## src/rtl/stunbr_pkg.sv

```systemverilog
// ----------------------------------------------------------------------------
// stunbr_pkg
// Types and constants shared by the STUN binding responder.
// ----------------------------------------------------------------------------
package stunbr_pkg;

    localparam int HDR_LEN = 20;

    // verdict codes
    localparam logic [1:0] VERDICT_RESP     = 2'd0;
    localparam logic [1:0] VERDICT_NOT_STUN = 2'd1;
    localparam logic [1:0] VERDICT_REJECT   = 2'd2;

    // response header and attribute codes
    localparam logic [7:0] MSG_CLASS_SUCCESS = 8'h01;
    localparam logic [7:0] MSG_METHOD_BIND   = 8'h01;
    localparam logic [7:0] REQ_TYPE_BIND     = 8'h01;
    localparam logic [7:0] ATTR_XOR_MAPPED   = 8'h20;
    localparam logic [7:0] ATTR_MAPPED       = 8'h01;
    localparam logic [7:0] FAMILY_IPV4       = 8'h01;
    localparam logic [7:0] FAMILY_IPV6       = 8'h02;
    localparam logic [7:0] BODY_LEN_IPV4     = 8'd12;
    localparam logic [7:0] BODY_LEN_IPV6     = 8'd24;
    localparam logic [7:0] ATTR_LEN_IPV4     = 8'd8;
    localparam logic [7:0] ATTR_LEN_IPV6     = 8'd20;
    localparam logic [15:0] PORT_XOR_MASK    = 16'h2112;

    typedef struct packed {
        logic [7:0]  data_byte;
        logic        last_byte;
        logic        src_is_ipv6;
        logic [63:0] src_addr_hi;
        logic [63:0] src_addr_lo;
        logic [15:0] src_port;
    } t_in_item;

    typedef struct packed {
        logic [1:0] verdict;
        logic [7:0] resp_byte;
        logic       resp_last;
    } t_out_item;

    // magic cookie, one byte per header position 4..7
    function automatic logic [7:0] cookie_byte(input logic [1:0] sel);
        logic [7:0] b;
        unique case (sel)
            2'd0:    b = 8'h21;
            2'd1:    b = 8'h12;
            2'd2:    b = 8'hA4;
            default: b = 8'h42;
        endcase
        return b;
    endfunction

endpackage

```

## src/rtl/stun_binding_responder_unit.sv

```systemverilog
// Timing: a rejected or non-STUN verdict appears in the cycle after the last byte
// is transferred; the first response byte appears after the fetch and load states.
// Throughput: one request byte per cycle while receiving; each response byte
// passes through a header memory read, an output register load and a transfer,
// plus any output stall, before the next byte is fetched. Input is stalled for the whole response run.
// Reset (synchronous, active low) clears control and flags; header memory is not cleared.
// ----------------------------------------------------------------------------
// stun_binding_responder_unit
// Buffers the STUN request header in a 20-byte memory and emits a binding
// success response (XOR-MAPPED or MAPPED address) or a single verdict.
// ----------------------------------------------------------------------------
module stun_binding_responder_unit (
    input  logic                  i_clk,
    input  logic                  i_rst_n,
    input  logic                  i_in_valid,
    output logic                  o_in_stall,
    input  stunbr_pkg::t_in_item  i_in_item,
    output logic                  o_out_valid,
    input  logic                  i_out_stall,
    output stunbr_pkg::t_out_item o_out_item
);

    typedef enum logic [1:0] {
        S_RECV,
        S_FETCH,
        S_LOAD,
        S_SEND
    } t_state;

    t_state                r_state;
    logic [4:0]            r_byte_count;
    logic                  r_lead_nonzero;
    logic                  r_type_bad;
    logic                  r_cookie_bad;
    logic [5:0]            r_idx;
    logic                  r_v6;
    logic                  r_xor;
    logic [127:0]          r_addr;
    logic [15:0]           r_port;
    logic [7:0]            r_rd_data;
    logic                  r_out_valid;
    stunbr_pkg::t_out_item r_out;

    logic [7:0]            r_hdr_mem [stunbr_pkg::HDR_LEN];

    logic                  in_xfer;
    logic                  store_en;
    logic [4:0]            n_byte_count;
    logic                  n_lead_nonzero;
    logic                  n_type_bad;
    logic                  n_cookie_bad;
    logic [5:0]            rd_idx;
    logic [4:0]            rd_addr;
    logic [5:0]            addr_k;
    logic [127:0]          addr_shift;
    logic [7:0]            resp_byte;
    logic                  resp_last;

    assign in_xfer  = i_in_valid && !o_in_stall;
    assign store_en = r_byte_count < 5'(stunbr_pkg::HDR_LEN);

    // header flags updated with the byte in flight
    always_comb begin
        n_byte_count   = store_en ? r_byte_count + 5'd1 : r_byte_count;
        n_lead_nonzero = r_lead_nonzero;
        n_type_bad     = r_type_bad;
        n_cookie_bad   = r_cookie_bad;
        if (r_byte_count == 5'd0) begin
            n_lead_nonzero = i_in_item.data_byte != 8'd0;
        end
        if (r_byte_count == 5'd1) begin
            n_type_bad = i_in_item.data_byte != stunbr_pkg::REQ_TYPE_BIND;
        end
        if (r_byte_count >= 5'd4 && r_byte_count <= 5'd7 &&
            i_in_item.data_byte != stunbr_pkg::cookie_byte(r_byte_count[1:0])) begin
            n_cookie_bad = 1'b1;
        end
    end

    // address byte k reads header byte 4+k for the xor mask
    always_comb begin
        addr_k  = r_idx - 6'd28;
        rd_idx  = (r_idx >= 6'd28) ? r_idx - 6'd24 : r_idx;
        rd_addr = rd_idx[4:0];
    end

    always_comb begin
        addr_shift = r_addr << {addr_k[3:0], 3'b000};
        resp_byte  = 8'd0;
        priority if (r_idx >= 6'd28) begin
            resp_byte = addr_shift[127:120] ^ (r_xor ? r_rd_data : 8'd0);
        end else if (r_idx >= 6'd4 && r_idx <= 6'd19) begin
            resp_byte = r_rd_data;
        end else begin
            unique case (r_idx[4:0])
                5'd0:    resp_byte = stunbr_pkg::MSG_CLASS_SUCCESS;
                5'd1:    resp_byte = stunbr_pkg::MSG_METHOD_BIND;
                5'd3:    resp_byte = r_v6 ? stunbr_pkg::BODY_LEN_IPV6
                                          : stunbr_pkg::BODY_LEN_IPV4;
                5'd21:   resp_byte = r_xor ? stunbr_pkg::ATTR_XOR_MAPPED
                                           : stunbr_pkg::ATTR_MAPPED;
                5'd23:   resp_byte = r_v6 ? stunbr_pkg::ATTR_LEN_IPV6
                                          : stunbr_pkg::ATTR_LEN_IPV4;
                5'd25:   resp_byte = r_v6 ? stunbr_pkg::FAMILY_IPV6
                                          : stunbr_pkg::FAMILY_IPV4;
                5'd26:   resp_byte = r_port[15:8];
                5'd27:   resp_byte = r_port[7:0];
                default: resp_byte = 8'd0;
            endcase
        end
        resp_last = r_idx == (r_v6 ? 6'd43 : 6'd31);
    end

    // header memory: written only while receiving, read only in fetch
    always_ff @(posedge i_clk) begin
        if (in_xfer && store_en) begin
            r_hdr_mem[r_byte_count] <= i_in_item.data_byte;
        end
        if (r_state == S_FETCH) begin
            r_rd_data <= r_hdr_mem[rd_addr];
        end
    end

    always_ff @(posedge i_clk) begin
        if (!i_rst_n) begin
            r_state        <= S_RECV;
            r_byte_count   <= 5'd0;
            r_lead_nonzero <= 1'b0;
            r_type_bad     <= 1'b0;
            r_cookie_bad   <= 1'b0;
            r_idx          <= 6'd0;
            r_out_valid    <= 1'b0;
        end else begin
            unique case (r_state)
                S_RECV: begin
                    if (in_xfer) begin
                        if (i_in_item.last_byte) begin
                            r_byte_count   <= 5'd0;
                            r_lead_nonzero <= 1'b0;
                            r_type_bad     <= 1'b0;
                            r_cookie_bad   <= 1'b0;
                            r_idx          <= 6'd0;
                            r_v6           <= i_in_item.src_is_ipv6;
                            r_xor          <= !n_cookie_bad;
                            r_port         <= n_cookie_bad ? i_in_item.src_port
                                : i_in_item.src_port ^ stunbr_pkg::PORT_XOR_MASK;
                            r_addr         <= i_in_item.src_is_ipv6
                                ? {i_in_item.src_addr_hi, i_in_item.src_addr_lo}
                                : {i_in_item.src_addr_lo[31:0], 96'd0};
                            priority if (n_lead_nonzero) begin
                                r_out       <= '{stunbr_pkg::VERDICT_NOT_STUN, 8'd0, 1'b1};
                                r_out_valid <= 1'b1;
                                r_state     <= S_SEND;
                            end else if (n_byte_count < 5'(stunbr_pkg::HDR_LEN) ||
                                         n_type_bad) begin
                                r_out       <= '{stunbr_pkg::VERDICT_REJECT, 8'd0, 1'b1};
                                r_out_valid <= 1'b1;
                                r_state     <= S_SEND;
                            end else begin
                                r_state <= S_FETCH;
                            end
                        end else begin
                            r_byte_count   <= n_byte_count;
                            r_lead_nonzero <= n_lead_nonzero;
                            r_type_bad     <= n_type_bad;
                            r_cookie_bad   <= n_cookie_bad;
                        end
                    end
                end
                S_FETCH: begin
                    r_state <= S_LOAD;
                end
                S_LOAD: begin
                    r_out       <= '{stunbr_pkg::VERDICT_RESP, resp_byte, resp_last};
                    r_out_valid <= 1'b1;
                    r_state     <= S_SEND;
                end
                S_SEND: begin
                    if (!i_out_stall) begin
                        r_out_valid <= 1'b0;
                        if (r_out.resp_last) begin
                            r_state <= S_RECV;
                        end else begin
                            r_idx   <= r_idx + 6'd1;
                            r_state <= S_FETCH;
                        end
                    end
                end
                default: r_state <= S_RECV;
            endcase
        end
    end

    assign o_in_stall  = r_state != S_RECV;
    assign o_out_valid = r_out_valid;
    assign o_out_item  = r_out;

    a_out_blocks_in: assert property (@(posedge i_clk) disable iff (!i_rst_n)
        o_out_valid |-> o_in_stall)
        else $error("output pending while input open");

    a_verdict_single: assert property (@(posedge i_clk) disable iff (!i_rst_n)
        o_out_valid && o_out_item.verdict != stunbr_pkg::VERDICT_RESP
        |-> o_out_item.resp_last && o_out_item.resp_byte == 8'd0)
        else $error("verdict transfer not a single zero byte");

    a_last_closes: assert property (@(posedge i_clk) disable iff (!i_rst_n)
        in_xfer && i_in_item.last_byte |=> o_in_stall && r_byte_count == 5'd0)
        else $error("packet state not cleared after last byte");

    a_count_sat: assert property (@(posedge i_clk) disable iff (!i_rst_n)
        r_byte_count <= 5'(stunbr_pkg::HDR_LEN))
        else $error("byte count past header length");

    a_resp_len: assert property (@(posedge i_clk) disable iff (!i_rst_n)
        r_state != S_RECV |-> r_idx <= 6'd43)
        else $error("response index overrun");

endmodule
```

## config.mk

```make
export PLATFORM = sky130hd
export DESIGN_NAME = stun_binding_responder_unit
export DESIGN_NICKNAME = d
export VERILOG_FILES = /design/src/rtl/stunbr_pkg.sv /design/src/rtl/stun_binding_responder_unit.sv
export SDC_FILE = /design/constraint.sdc
export NUM_CORES = 1
export LEC_CHECK = 0
export BUFFER_PORTS_ARGS = -buffer_cell sky130_fd_sc_hd__buf_2
export CAP_MARGIN = 15
export CORE_UTILIZATION = 59
export DETAILED_ROUTE_END_ITERATION = 12
export GPL_ROUTABILITY_DRIVEN = 0
export PLACE_DENSITY = 0.8
export SLEW_MARGIN = 10
export SYNTH_ARGS = -nofsm -noshare
export SYNTH_HDL_FRONTEND = slang
export SYNTH_SLANG_ARGS = --single-unit
```

## constraint.sdc

```tcl
create_clock -name i_clk -period 13.2 [get_ports i_clk]
set_clock_uncertainty 0.1 [all_clocks]
set_input_delay 3.3 -clock i_clk [delete_from_list [all_inputs] [get_ports i_clk]]
set_output_delay 3.3 -clock i_clk [all_outputs]
set_load 0.005 [all_outputs]
```

==> results of run 1 <==
## routing by layer
metal  up-vias  global-route usage, %
met1      4361                   35.8
met2       407                   41.0
li1       3851                      -
met4         0                   9.52
met3        66                   4.78
met5         -                      0
## power by group through the flow
stage | Combinational [mW] | Clock [mW] | Sequential (mW)
finish | 0.295 | 0.964 | 1.29
global route | 0.320 | 1.01 | 1.30
CTS | 0.294 | 0.975 | 1.29
detailed placement | 0.290 | 0 | 1.31
global placement | 0.285 | 0 | 1.31
floorplan | 0.197 | 0 | 1.31
## logic make-up after synthesis
kind of cell,share of synthesized area [%]
AO/OA/AOI/OAI,4.21
XOR/XNOR,1.22
adder cells (fa/ha/maj),1.58
buffers and inverters,2.02
flip-flops,67.0
multiplexers,15.8
AND/OR/NAND/NOR,8.14
## worst max path at each step
stage	startpoint	endpoint	slack [ps]
2_1_floorplan	i_in_item[145]	r_addr[0]	2680
3_3_place_gp	i_in_valid	r_addr[64]	7260
3_5_place_dp	i_in_valid	r_addr[72]	7190
4_1_cts	i_in_valid	r_addr[72]	7740
5_1_grt	i_in_valid	r_addr[79]	7550
6_report	i_in_valid	r_addr[95]	7680
## cell usage after synthesis, types with 3 or more instances
library cell	instances
edfxtp_1	325
a221oi_1	4
nand2_1	39
buf_1	4
clkbuf_1	31
inv_2	6
mux2_2	16
nor3_1	11
ha_1	19
a211oi_1	8
a21oi_1	14
a31oi_1	6
o21ai_1	6
and2_1	104
mux2_1	25
mux4_1	5
nand3_1	19
a22oi_1	11
nor2_1	36
o21ai_0	7
mux2i_1	5
xnor2_1	8
dfxtp_1	17
xor2_1	13
mux4_2	77
nor2b_1	4
inv_1	13
a32o_1	3
nand2b_1	3
buf_2	12
o22ai_1	3
o31ai_1	3
## metrics by stage
step                      setup WS, ps  power (mW)  hold WS [ps]  util, %
after CTS                         7740        2.56           360     68.9
final                             7680        2.55           365     69.0
after floorplan                   2680        1.51           332        -
after global routing              7550        2.63           391     69.0
after global placement            7260        1.60           342     64.5
after detailed placement          7190        1.60           352     64.5
## sequential cells by signal, summed over array words and instances (netlist names)
| register | count |
|---|---|
| r_hdr_mem | 160 |
| r_addr | 128 |
| r_port | 16 |
| o_out_item | 11 |
| r_rd_data | 8 |
| r_idx | 6 |
| r_byte_count | 5 |
| r_state | 2 |
| o_out_valid | 1 |
| r_cookie_bad | 1 |
| r_lead_nonzero | 1 |
| r_type_bad | 1 |
| r_v6 | 1 |
| r_xor | 1 |
## worst max-delay path, cell delays in order
cell and delay [ps]:
buf_2 100, and2_1 190, nand2_1 180, nor2_4 110
buf_4 650, buf_4 900
## area by class of cell
| cell class | count | area (um^2) | share of cell area (%) |
|---|---|---|---|
| timing repair buffer | 182 | 941 | 5.43 |
| sequential | 342 | 10100 | 58.4 |
| antenna | 3 | 7.51 | 0.0433 |
| clock inverter | 21 | 191 | 1.11 |
| inverter | 19 | 71.3 | 0.412 |
| clock buffer | 42 | 923 | 5.33 |
| tap | 330 | 413 | 2.38 |
| multi-input combinational | 485 | 4670 | 26.9 |
==> results.md, run 1 <==
Final layout
• **Final Non-Filler Cells** 1424
• **Layout Cell Area excl Fill** 0.0173 mm^2
• **count of filler cells inserted in the layout** 1669
• **most common cell after layout, fill and taps aside** edfxtp_1
• **# nets final** 1242
• **signed area change from the synthesized netlist to the final layout** 15.0%
• **commonest cells after routing, fill and taps aside** 325 x edfxtp_1, 170 x buf_2, 104 x and2_1
• **fraction of final layout cells with drive strength greater than 1** 31.0%

Synth
• **top cells by area, synth** edfxtp_1 65%, mux4_2 12%, and2_1 4.3%
• **cell count after synthesis** 897
• **mapped cell area** 0.0151 mm^2
• **cell taking the most area after synthesis** edfxtp_1
• **portion of the post-synthesis area used by sequential elements** 67.0%
• **Avg Inst Size Synth** 16.8 um^2
• **number of different library cells in the post-synthesis netlist** 63
• **net count of the mapped netlist** 1074
• **number of enable-type register cells in the synthesized netlist** 325
• **share of flip-flops with an asynchronous set or reset** 0%
• **flops & latches, synth** 342
• **Yosys Warn Count** 0
• **top flip-flop cell by instance count after synthesis** edfxtp_1
• **fraction of synthesized cell area taken by the top area cell type** 64.8%

Floorplan
• **Core Rows** 58
• **area of the core** 0.0251 mm^2
• **initial standard-cell utilization of the core** 60.0%
• **count of pins on the block boundary** 171
• **Die Span X** 162 um
• **full die area** 0.0262 mm^2
• **Die Ht** 162 um

Critical path
• **R2R cell count** 9
• **Crit Reg-Reg Startpoint** r_idx[0]
• **largest fanout on the critical path** 81
• **data required time at the worst endpoint** 13240 ps
• **CP Class** input port to flip-flop
• **data arrival at the endpoint of the critical path** 5550 ps
• **destination of the worst register-to-register timing path** o_out_item[2]
• **startpoint type of the worst setup path** input port
• **capturing element type of the critical path** flip-flop
• **worst reg-to-reg setup slack** 9530 ps

Detailed routing
• **average detailed-routed wire length per instance** 23.0 um
• **remaining antenna violation count after routing** 0
• **vias after detailed routing** 8685
• **wire length on met1** 13.2 mm
• **uppermost metal layer occupied by signal nets** met4
• **final WL** 32.8 mm
• **post-detailed-route via-to-cell ratio** 6.10
• **Detail Route met3 WL** 2.53 mm
• **first drt pass iteration count** 7
• **DRC violation total after the first TritonRoute iteration** 1021
• **met2 wire len** 16.1 mm
• **remaining routing DRC violations** 0

STA
• **peak clock frequency supported by timing** 0.181 GHz
• **sum of negative setup slack** 0 ps
• **RSZ-0062 raised after global routing** no
• **final clock period utilization by the worst path** 41.8%
• **final slew viol count** 0
• **relative slew slack** 26.1%
• **minimum period implied by the final worst setup slack** 5520 ps
• **Final Hold Vio Count** 0
• **setup violators final** 0
• **Worst Tran Pin Value** 1100 ps

Hold path
• **path category of the worst min-delay check** flip-flop to flip-flop
• **min-delay src** r_type_bad
• **Worst Hold End** r_type_bad
• **Cells on Worst Hold Path** 2

Power
• **clock network fraction of total power** 37.8%
• **worst-case vdd ir drop** 0.0000905 V
• **internal power contribution** 1.95 mW
• **leakage power** 5.90 nW
• **Sw Share** 23.6%
• **sequential cell fraction of total power** 50.6%
• **Logic pwr share** 11.6%
• **ratio of total power to cell area** 147 mW/mm^2
• **sw power** 603 uW

Clock tree
• **TritonCTS clock tree** yes
• **Reg clk slew, reported paths** 60 ps
• **htree depth** 2
• **Num CTS Buffers** 35
• **Hold-fix buffers, CTS** 0
• **Clock Root Buffer** clkbuf_16
• **clk_lat worst skew** 520 ps
• **Setup Fix Bufs, Post-CTS** 0
• **number of sinks handled by clock tree synthesis** 342
• **CTS max path bufs** 3
• **post-CTS resize count** 0

Global routing
• **maximum number of pins on one net before global-route repair** 98
• **number of antenna violations at the first check in global routing** 3
• **number of global-route vias before repair** 8722
• **All-Layer GR Usage** 25.7%
• **wire length of the first global-routing pass** 49.7 mm
• **leftover overflow at the end of global routing** 0

Flow run
• **number of maximum-capacitance constraint violations** 0

Placement
• **detailed placer's ending HPWL** 21.4 mm
• **placement-stage cell area** 0.0162 mm^2
• **IO Port Bufs** 170
• **post-placement cell count** 1357

Run status
• **result of the run** finished, final reports clean

No activity file was read; power rests on OpenSTA's default activity.
==> run 2, diff against run 1 <==
--- a/config.mk
+++ b/config.mk
@@ -7,10 +7,10 @@
 export LEC_CHECK = 0
 export BUFFER_PORTS_ARGS = -buffer_cell sky130_fd_sc_hd__buf_2
 export CAP_MARGIN = 15
-export CORE_UTILIZATION = 59
+export CORE_UTILIZATION = 53
 export DETAILED_ROUTE_END_ITERATION = 12
 export GPL_ROUTABILITY_DRIVEN = 0
-export PLACE_DENSITY = 0.8
+export PLACE_DENSITY = 0.76
 export SLEW_MARGIN = 10
 export SYNTH_ARGS = -nofsm -noshare
 export SYNTH_HDL_FRONTEND = slang
==> constraint.sdc (replaced) <==
create_clock -name i_clk -period 4.7 [get_ports i_clk]
set_clock_uncertainty 0.1 [all_clocks]
set_input_delay 1.175 -clock i_clk [delete_from_list [all_inputs] [get_ports i_clk]]
set_output_delay 1.175 -clock i_clk [all_outputs]
set_load 0.005 [all_outputs]
==> run 2 against run 1 <==
Effect of this change:
- register-to-register slack lost 7900 ps
- sequential share of layout area down 0.67 points
- die area up 11%
- hold slack improved by 4.4 ps
- non-clock buffer count rose by 8
- critical endpoint is now o_out_item[3]
- largest power group unchanged
==> results.md, run 2 (same netlist as run 1, synthesis figures left out) <==
Run status
• **result of the run** finished, final reports clean

STA
• **minimum period implied by the final worst setup slack** 3080 ps
• **Worst Tran Pin Value** 1220 ps, +115 ps
• **Worst Setup Slack, final** 1620 ps, -6060 ps
• **setup violators final** 0, unchanged
• **relative slew slack** 19.0%, -7.1 points
• **RSZ-0062 raised after global routing** no
• **Worst Hold Slack** 369 ps, +4.37 ps
• **Final Hold Vio Count** 0, unchanged
• **peak clock frequency supported by timing** 0.325 GHz
• **final clock period utilization by the worst path** 65.5%
• **final slew viol count** 0, unchanged
• **sum of negative setup slack** 0 ps, unchanged

Clock tree
• **TritonCTS clock tree** yes
• **Hold-fix buffers, CTS** 0, unchanged
• **clk_lat worst skew** 520 ps, about the same
• **Num CTS Buffers** 36, +2.9%
• **htree depth** 2, unchanged
• **Reg clk slew, reported paths** 60 ps, about the same
• **CTS max path bufs** 3, unchanged
• **number of sinks handled by clock tree synthesis** 342, unchanged
• **Clock Root Buffer** clkbuf_16
• **post-CTS resize count** 0, unchanged
• **Setup Fix Bufs, Post-CTS** 0, unchanged

Critical path
• **largest incremental delay on the critical path** 740 ps, -160 ps
• **critical path cell sequence** inv_1, ha_1, nor4b_1, nor2_1, a31o_2, a31o_1, a21oi_1
• **startpoint type of the worst setup path** flip-flop
• **worst reg-to-reg setup slack** 1620 ps, -7910 ps
• **CP Class** flip-flop to flip-flop
• **worst-path cell with the longest stage delay** a21oi_1
• **data required time at the worst endpoint** 4730 ps, -8510 ps
• **CP Buf/Inv Count** 1, -2
• **capturing element type of the critical path** flip-flop
• **CP top delay family** compound AO/OA/AOI/OAI gates
• **largest fanout on the critical path** 11, -86%
• **data arrival at the endpoint of the critical path** 3110 ps, -2440 ps

Final layout
• **fraction of final layout cells with drive strength greater than 1** 31.8%, +0.83 points
• **# nets final** 1251, +0.72%
• **Layout Cell Area excl Fill** 0.0175 mm^2, +1.2%
• **commonest cells after routing, fill and taps aside** 325 x edfxtp_1, 169 x buf_2, 104 x and2_1
• **leading registers by flop count** r_hdr_mem (160), r_addr (128), r_port (16)
• **Largest register FFs** 160, unchanged
• **Final Non-Filler Cells** 1480, +3.9%
• **most common cell after layout, fill and taps aside** edfxtp_1
• **Largest Register** r_hdr_mem
• **post-route core utilization** 62.9%, -6.1 points
• **signed area change from the synthesized netlist to the final layout** 16.3%

Detailed routing
• **final WL** 34.3 mm, +4.7%
• **remaining routing DRC violations** 0, unchanged
• **vias after detailed routing** 8780, +1.1%
• **remaining antenna violation count after routing** 0, unchanged
• **post-detailed-route via-to-cell ratio** 5.93, -2.7%
• **average detailed-routed wire length per instance** 23.2 um, +0.77%
• **first drt pass iteration count** 6, -1
• **DRC violation total after the first TritonRoute iteration** 1116, +9.3%

Placement
• **detailed placer's ending HPWL** 22.2 mm, +3.9%
• **IO Port Bufs** 170, unchanged
• **post-placement cell count** 1414, +4.2%
• **placement-stage cell area** 0.0164 mm^2, +0.99%
• **Placement Setup Slack** 1130 ps, -6060 ps

Global routing
• **maximum number of pins on one net before global-route repair** 147, +50%
• **wire length of the first global-routing pass** 50.9 mm, +2.5%
• **number of global-route vias before repair** 8680, -0.48%
• **leftover overflow at the end of global routing** 0, unchanged
• **All-Layer GR Usage** 23.8%, -1.9 points
• **number of antenna violations at the first check in global routing** 5, +2

Floorplan
• **Core Rows** 61, +5.2%
• **Die Ht** 171 um, +5.4%
• **full die area** 0.0291 mm^2, +11%
• **area of the core** 0.0279 mm^2, +11%
• **count of pins on the block boundary** 171, unchanged
• **Die Span X** 171 um, +5.4%
• **initial standard-cell utilization of the core** 54.1%, -5.9 points

Power
• **total design power** 7.29 mW, +190%
• **ratio of total power to cell area** 416 mW/mm^2, +180%
• **leakage power** 5.97 nW, +1.1%
• **worst-case vdd ir drop** 0.000276 V, +200%

Flow run
• **number of maximum-capacitance constraint violations** 0, unchanged

Hold path
• **path category of the worst min-delay check** flip-flop to flip-flop

==> run 2: cell count changes in the layout (fill, tap and decap cells not counted), sizes merged <==
cell	previous run	this run
buf	182	190
clkinv	15	12
bufinv	3	5
diode	3	5
clkbuf	42	41
==> run 2: tightest hold or removal path, cell delays in order, from the launching register on <==
cell     delay, ps
dfxtp_1        320
nand2_1         60
a21oi_1         50
==> run 2: layout make-up <==
cell class,instances,area (um^2)
Tap cell,378,473
Inverter,19,71.3
Clock buffer,41,920
Multi-Input combinational cell,485,4690
Clock inverter,20,236
Timing Repair Buffer,190,1020
Antenna cell,5,12.5
Sequential cell,342,10100
Fill cell,1945,10300
==> run 2: worst paths after layout <==
path | end | cells after the start | from
setup / recovery | o_out_item[3] | 7 | r_byte_count[0]
hold / removal | r_type_bad | 2 | r_type_bad
setup reg to reg | o_out_item[3] | 7 | r_byte_count[0]
hold reg to reg | r_type_bad | 2 | r_type_bad
==> run 2: layer usage <==
layer | share of wire [%] | global-route usage [%] | vias to the layer above | wire (um)
li1 | - | - | 3871 | -
met1 | 40 | 33.6 | 4354 | 13700
met2 | 48 | 36.7 | 485 | 16500
met3 | 9.1 | 4.81 | 70 | 3140
met4 | 2.9 | 9.01 | 0 | 983
met5 | 0 | 0 | - | 0
==> run 2: report_power, final <==
part | total (mW) | internal (mW) | switching, mW
Clock | 2.82 | 1.68 | 1.14
Combinational | 0.835 | 0.357 | 0.478
Sequential | 3.63 | 3.55 | 0.0836
Total | 7.29 | 5.59 | 1.70
